`src/rtl/core/spq_pkg.sv`:
```
// Shared types and constants for the sorted priority queue.
`timescale 1ns / 1ps
`default_nettype none
package spq_pkg;

    localparam int DEPTH         = 32;
    localparam int KEY_WIDTH     = 16;
    localparam int COUNT_W       = $clog2(DEPTH + 1);
    localparam int FIELD_W       = 16;
    localparam int OP_W          = 2;
    localparam int STATUS_W      = 2;
    localparam int COUNT_FIELD_W = 6;

    typedef logic signed [KEY_WIDTH-1:0] key_t;

    typedef enum logic [OP_W-1:0] {
        OP_INSERT = 2'd0,
        OP_POP    = 2'd1,
        OP_DELETE = 2'd2,
        OP_CLEAR  = 2'd3
    } op_t;

    typedef enum logic [STATUS_W-1:0] {
        ST_OK        = 2'd0,
        ST_FULL      = 2'd1,
        ST_EMPTY     = 2'd2,
        ST_NOT_FOUND = 2'd3
    } status_t;

    // Broadcast from the control logic to every cell of the chain.
    typedef struct packed {
        logic apply;
        op_t  op;
        key_t key;
    } cell_cmd_t;

    // What a cell shows to its neighbors and to the control logic.
    typedef struct packed {
        logic valid;
        key_t entry;
        logic lt;
        logic match;
    } cell_stat_t;

endpackage
`default_nettype wire

```
`src/rtl/core/spq_if.sv`:
```
// Request and response channel interfaces of the sorted priority queue.
`timescale 1ns / 1ps
`default_nettype none
interface spq_req_if import spq_pkg::*; ();
    logic                      valid;
    logic                      ready;
    logic [OP_W-1:0]           op;
    logic signed [FIELD_W-1:0] key;

    modport source (output valid, output op, output key, input ready);
    modport sink (input valid, input op, input key, output ready);
endinterface

interface spq_rsp_if import spq_pkg::*; ();
    logic                      valid;
    logic                      ready;
    logic signed [FIELD_W-1:0] value;
    logic [STATUS_W-1:0]       status;
    logic [COUNT_FIELD_W-1:0]  count;

    modport source (output valid, output value, output status, output count, input ready);
    modport sink (input valid, input value, input status, input count, output ready);
endinterface
`default_nettype wire

```
`src/rtl/core/spq_cell.sv`:
```
// One storage cell of the sorted chain: holds one entry and its valid bit.
`timescale 1ns / 1ps
`default_nettype none
module spq_cell import spq_pkg::*; (
    input  wire logic       clk,
    input  wire logic       rst_n,
    input  wire cell_cmd_t  cmd,
    input  wire cell_stat_t prev,
    input  wire cell_stat_t next,
    output      cell_stat_t stat
);

    logic valid_reg;
    logic valid_next;
    key_t entry_reg;
    key_t entry_next;
    logic lt;

    assign lt = valid_reg && (entry_reg < cmd.key);

    assign stat.valid = valid_reg;
    assign stat.entry = entry_reg;
    assign stat.lt    = lt;
    assign stat.match = valid_reg && (entry_reg == cmd.key);

    always_comb
    begin
        valid_next = valid_reg;
        entry_next = entry_reg;
        if (cmd.apply)
        begin
            unique case (cmd.op)
                OP_INSERT:
                begin
                    // Cells above the insertion point move one place toward the tail.
                    if (!lt)
                    begin
                        entry_next = prev.lt ? cmd.key : prev.entry;
                    end
                    valid_next = valid_reg | prev.valid;
                end
                OP_POP:
                begin
                    entry_next = next.entry;
                    valid_next = next.valid;
                end
                OP_DELETE:
                begin
                    // The first match and everything after it close up by one place.
                    if (!lt)
                    begin
                        entry_next = next.entry;
                        valid_next = next.valid;
                    end
                end
                OP_CLEAR:
                begin
                    valid_next = 1'b0;
                end
                default:
                begin
                    valid_next = valid_reg;
                end
            endcase
        end
    end

    always_ff @(posedge clk or negedge rst_n)
    begin
        if (!rst_n)
        begin
            valid_reg <= 1'b0;
        end
        else
        begin
            valid_reg <= valid_next;
        end
    end

    always_ff @(posedge clk)
    begin
        entry_reg <= entry_next;
    end

endmodule
`default_nettype wire

```
`src/rtl/core/sorted_priority_queue_core.sv`:
```
// Top level of the sorted priority queue: control logic and the chain of cells.
//
//   channel | dir | fields               | request moves
//   --------+-----+----------------------+------------------------------
//   req     | in  | op, key              | one queue operation
//   rsp     | out | value, status, count | the result of one operation
//
// All cells compare against the broadcast key at once and shift toward their
// neighbor at the clock edge, so a new request can be taken in every cycle.
// The result sits in an output register; a new request is taken while that
// register is empty or is being emptied. A stall on rsp holds req off. Reset
// empties the queue and drops any pending result.
`timescale 1ns / 1ps
`default_nettype none
module sorted_priority_queue_core import spq_pkg::*; (
    input  wire logic clk,
    input  wire logic rst_n,
    spq_req_if.sink   req,
    spq_rsp_if.source rsp
);

    cell_cmd_t  cmd;
    cell_stat_t stat [DEPTH];
    logic [DEPTH-1:0] match_vec;

    logic               accept;
    op_t                op;
    key_t               key;
    logic               full;
    logic               empty;
    logic               found;

    logic [COUNT_W-1:0] count_reg;
    logic [COUNT_W-1:0] count_next;
    logic               rsp_valid_reg;
    logic               rsp_valid_next;
    logic signed [FIELD_W-1:0] rsp_value_reg;
    logic signed [FIELD_W-1:0] rsp_value_next;
    status_t            rsp_status_reg;
    status_t            rsp_status_next;
    logic [COUNT_FIELD_W-1:0]  rsp_count_reg;

    assign req.ready = !rsp_valid_reg || rsp.ready;
    assign accept    = req.valid && req.ready;
    assign op        = op_t'(req.op);
    assign key       = KEY_WIDTH'(req.key);

    assign full  = (count_reg == COUNT_W'(DEPTH));
    assign empty = (count_reg == '0);
    assign found = |match_vec;

    always_comb
    begin
        cmd.op          = op;
        cmd.key         = key;
        cmd.apply       = 1'b0;
        count_next      = count_reg;
        rsp_value_next  = '0;
        rsp_status_next = ST_OK;
        unique case (op)
            OP_INSERT:
            begin
                if (full)
                begin
                    rsp_status_next = ST_FULL;
                end
                else
                begin
                    cmd.apply  = accept;
                    count_next = count_reg + 1'b1;
                end
            end
            OP_POP:
            begin
                if (empty)
                begin
                    rsp_status_next = ST_EMPTY;
                end
                else
                begin
                    cmd.apply      = accept;
                    count_next     = count_reg - 1'b1;
                    rsp_value_next = FIELD_W'(stat[0].entry);
                end
            end
            OP_DELETE:
            begin
                if (!found)
                begin
                    rsp_status_next = ST_NOT_FOUND;
                end
                else
                begin
                    // The removed entry equals the key, so the key is returned.
                    cmd.apply      = accept;
                    count_next     = count_reg - 1'b1;
                    rsp_value_next = FIELD_W'(key);
                end
            end
            OP_CLEAR:
            begin
                cmd.apply  = accept;
                count_next = '0;
            end
            default:
            begin
                cmd.apply = 1'b0;
            end
        endcase
    end

    genvar gi;
    generate
        for (gi = 0; gi < DEPTH; gi++)
        begin : g_cell
            cell_stat_t prev_stat;
            cell_stat_t next_stat;

            assign match_vec[gi] = stat[gi].match;

            if (gi == 0)
            begin : g_head
                // The head sees a virtual smaller, valid neighbor in front of it.
                assign prev_stat.valid = 1'b1;
                assign prev_stat.entry = '0;
                assign prev_stat.lt    = 1'b1;
                assign prev_stat.match = 1'b0;
            end
            else
            begin : g_body
                assign prev_stat = stat[gi-1];
            end

            if (gi == DEPTH - 1)
            begin : g_tail
                assign next_stat.valid = 1'b0;
                assign next_stat.entry = '0;
                assign next_stat.lt    = 1'b0;
                assign next_stat.match = 1'b0;
            end
            else
            begin : g_inner
                assign next_stat = stat[gi+1];
            end

            spq_cell u_cell (
                .clk   (clk),
                .rst_n (rst_n),
                .cmd   (cmd),
                .prev  (prev_stat),
                .next  (next_stat),
                .stat  (stat[gi])
            );
        end
    endgenerate

    always_comb
    begin
        rsp_valid_next = rsp_valid_reg;
        if (accept)
        begin
            rsp_valid_next = 1'b1;
        end
        else if (rsp.ready)
        begin
            rsp_valid_next = 1'b0;
        end
    end

    always_ff @(posedge clk or negedge rst_n)
    begin
        if (!rst_n)
        begin
            count_reg     <= '0;
            rsp_valid_reg <= 1'b0;
        end
        else
        begin
            if (accept)
            begin
                count_reg <= count_next;
            end
            rsp_valid_reg <= rsp_valid_next;
        end
    end

    always_ff @(posedge clk)
    begin
        if (accept)
        begin
            rsp_value_reg  <= rsp_value_next;
            rsp_status_reg <= rsp_status_next;
            rsp_count_reg  <= COUNT_FIELD_W'(count_next);
        end
    end

    assign rsp.valid  = rsp_valid_reg;
    assign rsp.value  = rsp_value_reg;
    assign rsp.status = rsp_status_reg;
    assign rsp.count  = rsp_count_reg;

endmodule
`default_nettype wire

```
`src/flat_wrapper.sv`:
```
// flat-port wrapper written by rule: the top's interface ports become plain ports
module sorted_priority_queue_core_flat import spq_pkg::*;
  (clk, rst_n, req_valid, req_op, req_key, req_ready, rsp_valid, rsp_value, rsp_status, rsp_count, rsp_ready);
  spq_req_if req_i ();
  spq_rsp_if rsp_i ();
  input  wire logic clk;
  input  wire logic rst_n;
  input wire logic [$bits(req_i.valid)-1:0] req_valid;
  input wire logic [$bits(req_i.op)-1:0] req_op;
  input wire logic [$bits(req_i.key)-1:0] req_key;
  output wire logic [$bits(req_i.ready)-1:0] req_ready;
  output wire logic [$bits(rsp_i.valid)-1:0] rsp_valid;
  output wire logic [$bits(rsp_i.value)-1:0] rsp_value;
  output wire logic [$bits(rsp_i.status)-1:0] rsp_status;
  output wire logic [$bits(rsp_i.count)-1:0] rsp_count;
  input wire logic [$bits(rsp_i.ready)-1:0] rsp_ready;
  assign req_i.valid = req_valid;
  assign req_i.op = req_op;
  assign req_i.key = req_key;
  assign req_ready = req_i.ready;
  assign rsp_valid = rsp_i.valid;
  assign rsp_value = rsp_i.value;
  assign rsp_status = rsp_i.status;
  assign rsp_count = rsp_i.count;
  assign rsp_i.ready = rsp_ready;
  sorted_priority_queue_core u_core (.clk(clk), .rst_n(rst_n), .req(req_i), .rsp(rsp_i));
endmodule
```
`config.mk`:
```
export PLATFORM = sky130hd
export DESIGN_NAME = sorted_priority_queue_core_flat
export DESIGN_NICKNAME = d
export VERILOG_FILES = /design/src/rtl/core/spq_pkg.sv /design/src/rtl/core/spq_if.sv /design/src/rtl/core/spq_cell.sv /design/src/rtl/core/sorted_priority_queue_core.sv /design/src/flat_wrapper.sv
export SDC_FILE = /design/constraint.sdc
export NUM_CORES = 2
export LEC_CHECK = 0
export ABC_AREA = 1
export BUFFER_PORTS_ARGS = -buffer_cell sky130_fd_sc_hd__buf_2
export CAP_MARGIN = 5
export CORE_MARGIN = 1
export CORE_UTILIZATION = 25
export DETAILED_ROUTE_END_ITERATION = 12
export PLACE_DENSITY = 0.51
export SETUP_SLACK_MARGIN = 0.2
export SLEW_MARGIN = 20
export SYNTH_ARGS = -nofsm -noshare
export SYNTH_HDL_FRONTEND = slang
export SYNTH_SLANG_ARGS = --single-unit
export TNS_END_PERCENT = 20
```
`constraint.sdc`:
```
create_clock -name clk -period 2.88 [get_ports clk]
set_input_delay 0.288 -clock clk [delete_from_list [all_inputs] [get_ports clk]]
set_output_delay 0.288 -clock clk [all_outputs]
set_load 0.01 [all_outputs]
```
==> results.sh <==
export IMPL_flow_area_growth_from_synthesis_pct=30.9
export IMPL_finalHoldViolations=0
export IMPL_placement_io_buffers=47
export IMPL_grt_max_degree=147
export IMPL_core_sq_um=165000
export IMPL_violations="design-rule violations, negative setup slack"
export IMPL_dp_final_hpwl_microns=118000
export IMPL_dr_pass1_iters=9
export IMPL_crit_family="simple AND/OR/NAND/NOR gates"
export IMPL_p_leak_uw=0.0239
export IMPL_drt_wirelength_per_cell_microns=20.2
export IMPL_netlist_cell_types=37
export IMPL_worst_setup_path_endpoint="u_core.g_cell[28].u_cell.entry_reg[11]"
export IMPL_critical_path_startpoint="u_core.g_cell[1].u_cell.entry_reg[3]"
export IMPL_flip_flop_count_of_the_largest_register_after_layout=512
export IMPL_most_common_cell_on_crit_path="sky130_fd_sc_hd__nand2_1"
export IMPL_top_level_ports=48
export IMPL_drtIter0Drc=3779
export IMPL_maxClockFrequency_mhz=334
export IMPL_critPathLaunchType="flop"
export IMPL_synth_ff_latch_count=575
export IMPL_post_dp_cell_area_sq_um=51500
export IMPL_die_width_microns=410
export IMPL_number_of_placed_instances_taps_included=7946
export IMPL_run_status="finished with violations"
export IMPL_synth_sequential_area_ratio_pct=41.0
export IMPL_syn_area_sq_um=41700
export IMPL_initial_antenna_violation_count=8
export IMPL_clockRootBuffer="sky130_fd_sc_hd__clkbuf_16"
export IMPL_avg_cell_area_syn_sq_um=8.10
export IMPL_grt_setup_unrepaired="yes"
export IMPL_cp_num_cells=19
export IMPL_tritoncts_clock_tree="built"
export IMPL_ir_drop_uv=445
export IMPL_reg2reg_setup_slack_ns=-0.12
export IMPL_synth_net_count=5683
export IMPL_weighted_congestion_reported_at_the_end_of_routability_driven_placement=0.920
export IMPL_grtUsageTotal_pct=18.9
export IMPL_timing_final_crit_period_ns=3.00
export IMPL_synth_largest_type_area_fraction_pct=38.6
export IMPL_layout_common_cells="sky130_fd_sc_hd__nand2_1, sky130_fd_sc_hd__o21ai_0, sky130_fd_sc_hd__buf_4"
export IMPL_fp_row_count=149
export IMPL_numCtsBuffers=77
export IMPL_worst_setup_hold_path_clk_slew_ns=0.06
export IMPL_final_max_slew_violation_count=0
export IMPL_final_routed_wirelength_across_all_metal_layers_microns=163000
export IMPL_clock_net_sink_count=575
export IMPL_stdcell_area_sq_um=54500
export IMPL_crit_reg2reg_launch="u_core.g_cell[1].u_cell.entry_reg[3]"
export IMPL_setup_worst_path_end_class="flop"
export IMPL_grt_pass1_wl_microns=242000
export IMPL_yosys_area_top_type="sky130_fd_sc_hd__edfxtp_1"
export IMPL_p_per_area_nw_per_um2=545
export IMPL_synth_area_leaders="sky130_fd_sc_hd__edfxtp_1, sky130_fd_sc_hd__ha_1, sky130_fd_sc_hd__o21ai_0, sky130_fd_sc_hd__nand2_1, sky130_fd_sc_hd__a21oi_1"
export IMPL_finalNetCount=6397
export IMPL_period_share_pct=104
export IMPL_grt_overflow_total=0
export IMPL_final_antenna_net_count=0
export IMPL_totalNegativeSetupSlack_ns=-42.59
export IMPL_synthCells=5142
export IMPL_timing_clock_skew_ns=0.0383
export IMPL_cts_root_to_sink_buffers=3
export IMPL_path_class="flop to flop"
export IMPL_design_die_area_sq_um=168000
export IMPL_cts_htree_levels=3
export IMPL_via_per_inst=4.97
export IMPL_layout_commonest_cell="sky130_fd_sc_hd__nand2_1"
export IMPL_critPathArrivalTime_ns=3.36
export IMPL_synth_warnings=0
export IMPL_timing_critical_path_slowest_cell_delay_ns=0.39
export IMPL_worstPathBufferInverterCount=3
export IMPL_critical_path_reg2reg_endpoint="u_core.g_cell[28].u_cell.entry_reg[11]"
export IMPL_dieHeight_microns=410
export IMPL_initial_utilization_pct=25.2
export IMPL_clock_insertion_delay_worst_skew_ns=0.67
export IMPL_slowest_cell_on_crit_path="sky130_fd_sc_hd__edfxtp_1"
export IMPL_num_vias=40200
export IMPL_timing_critical_path_required_ns=3.24
export IMPL_drive_above_1_share_pct=19.2
export IMPL_reg2regPathDepth=19
export IMPL_via_count_of_the_first_global_routing_pass=38900
export IMPL_hold_path_class="input port to flop"
export IMPL_drc_errors=12
export IMPL_maxCapViolCount=0
export IMPL_transition_time_of_the_tightest_slew_check_pin_ns=0.721
export IMPL_final_setup_worst_slack_ns=-0.116
export IMPL_worstPathCellList="ha_1, nand2_1, nor2_1, nand2_1, nor2_1, nand2_1, nand2_2, nor2_1, buf_4, nand2_4, nor2_2, nand2_1, nand2_2, nand3_2, nand2_4, or2_4, buf_16, nor2_4, buf_12"
export IMPL_normalized_max_slew_margin_pct=52.0
export IMPL_final_setup_violations=512
export IMPL_critical_path_peak_fanout=16
export IMPL_instances_no_fill=8105
repair_timing:
| action | CTS | global route |
|---|---|---|
| setup endpoints to repair | 632 | 946 |
| buffers inserted | 11 | 3 |
| pin swaps | 12 | 14 |
| hold buffers | 3 | 0 |
| resized for setup | 53 | 22 |
| gates cloned | 3 | 0 |
| endpoints found under the hold margin | 31 | 0 |
worst min-delay path by stage:
| stage | end | from | cells after the start |
|---|---|---|---|
| floorplan | u_core.count_reg[0] | rst_n | 0 |
| global placement | u_core.rsp.valid | u_core.rsp.valid | 2 |
| detailed placement | u_core.rsp.valid | u_core.rsp.valid | 2 |
| CTS | u_core.count_reg[2] | req_valid | 5 |
| global route | u_core.count_reg[2] | req_valid | 5 |
| finish | u_core.count_reg[2] | req_valid | 5 |
worst reg2reg max path, cell delays in order (launching register included):
cell	delay, ns
sky130_fd_sc_hd__edfxtp_1	0.39
sky130_fd_sc_hd__ha_1	0.31
sky130_fd_sc_hd__nand2_1	0.07
sky130_fd_sc_hd__nor2_1	0.11
sky130_fd_sc_hd__nand2_1	0.08
sky130_fd_sc_hd__nor2_1	0.11
sky130_fd_sc_hd__nand2_1	0.08
sky130_fd_sc_hd__nand2_2	0.09
sky130_fd_sc_hd__nor2_1	0.06
sky130_fd_sc_hd__buf_4	0.13
sky130_fd_sc_hd__nand2_4	0.09
sky130_fd_sc_hd__nor2_2	0.05
sky130_fd_sc_hd__nand2_1	0.06
sky130_fd_sc_hd__nand2_2	0.06
sky130_fd_sc_hd__nand3_2	0.08
sky130_fd_sc_hd__nand2_4	0.06
sky130_fd_sc_hd__or2_4	0.33
sky130_fd_sc_hd__buf_16	0.23
sky130_fd_sc_hd__nor2_4	0.12
sky130_fd_sc_hd__buf_12	0.17
final cells by class:
| cell class | count | area [sq um] |
|---|---|---|
| fill | 17400 | 111000 |
| multi-input combinational | 3806 | 22200 |
| sequential | 575 | 17100 |
| timing repair buffer | 915 | 8230 |
| tap | 2189 | 2740 |
| clock buffer | 106 | 2150 |
| inverter | 481 | 1820 |
| clock inverter | 31 | 294 |
| antenna | 2 | 5.00 |
cell usage after synthesis, drive strengths merged:
cell type and instances:
a211oi 1, a21boi 2, a21o 6, a21oi 606
a31oi 9, buf 23, clkbuf 257, clkinv 2
dfrtp 39, edfxtp 536, ha 519, inv 479
nand2 1063, nand3 80, nand3b 10, nand4 112
nor2 287, nor3 9, o211ai 8, o21a 22
o21ai 1007, o21bai 17, o22ai 17, o31ai 6
or2 18, xnor2 1, xor2 6
logic make-up (layout without fill, tap and decap cells):
| group | count (synthesis) | after routing | synth area share (%) |
|---|---|---|---|
| AOI/OAI and AO/OA | 1701 | 1701 | 20.9 |
| and+or+nand+nor | 1579 | 1579 | 15.5 |
| buffers and inverters | 761 | 1533 | 6.92 |
| DFF | 575 | 575 | 41.0 |
| adders and majority gates | 519 | 519 | 15.6 |
| xor gates and xnor gates | 7 | 7 | 0.147 |
| other | 0 | 2 | 0 |
where the power goes:
group	total, uW	internal, uW	switching, uW
clock	9690	5650	4040
combinational	9180	3670	5510
sequential	10900	10300	529
per-layer routing:
layer | vias to the layer above | share of wire, % | GRT usage (%)
met1 | 19300 | 45 | 25.8
met2 | 1278 | 46 | 30.7
met4 | 4 | 3.3 | 6.23
met5 | - | 0.017 | 0
met3 | 260 | 6.3 | 2.36
li1 | 19400 | - | -
per-stage QoR:
stage	utilization [%]	total power, uW	setup WS (ns)	hold WS, ns
2_1_floorplan	-	15600	-0.717	-0.00759
3_3_place_gp	31.2	19800	-0.962	0.516
3_5_place_dp	31.2	20000	-0.979	0.525
4_1_cts	32.9	29800	-0.128	0.0473
5_1_grt	33.0	31200	-0.233	0.0903
6_report	33.0	29700	-0.116	0.0810
Note: power is estimated with default switching activity, not from simulation.
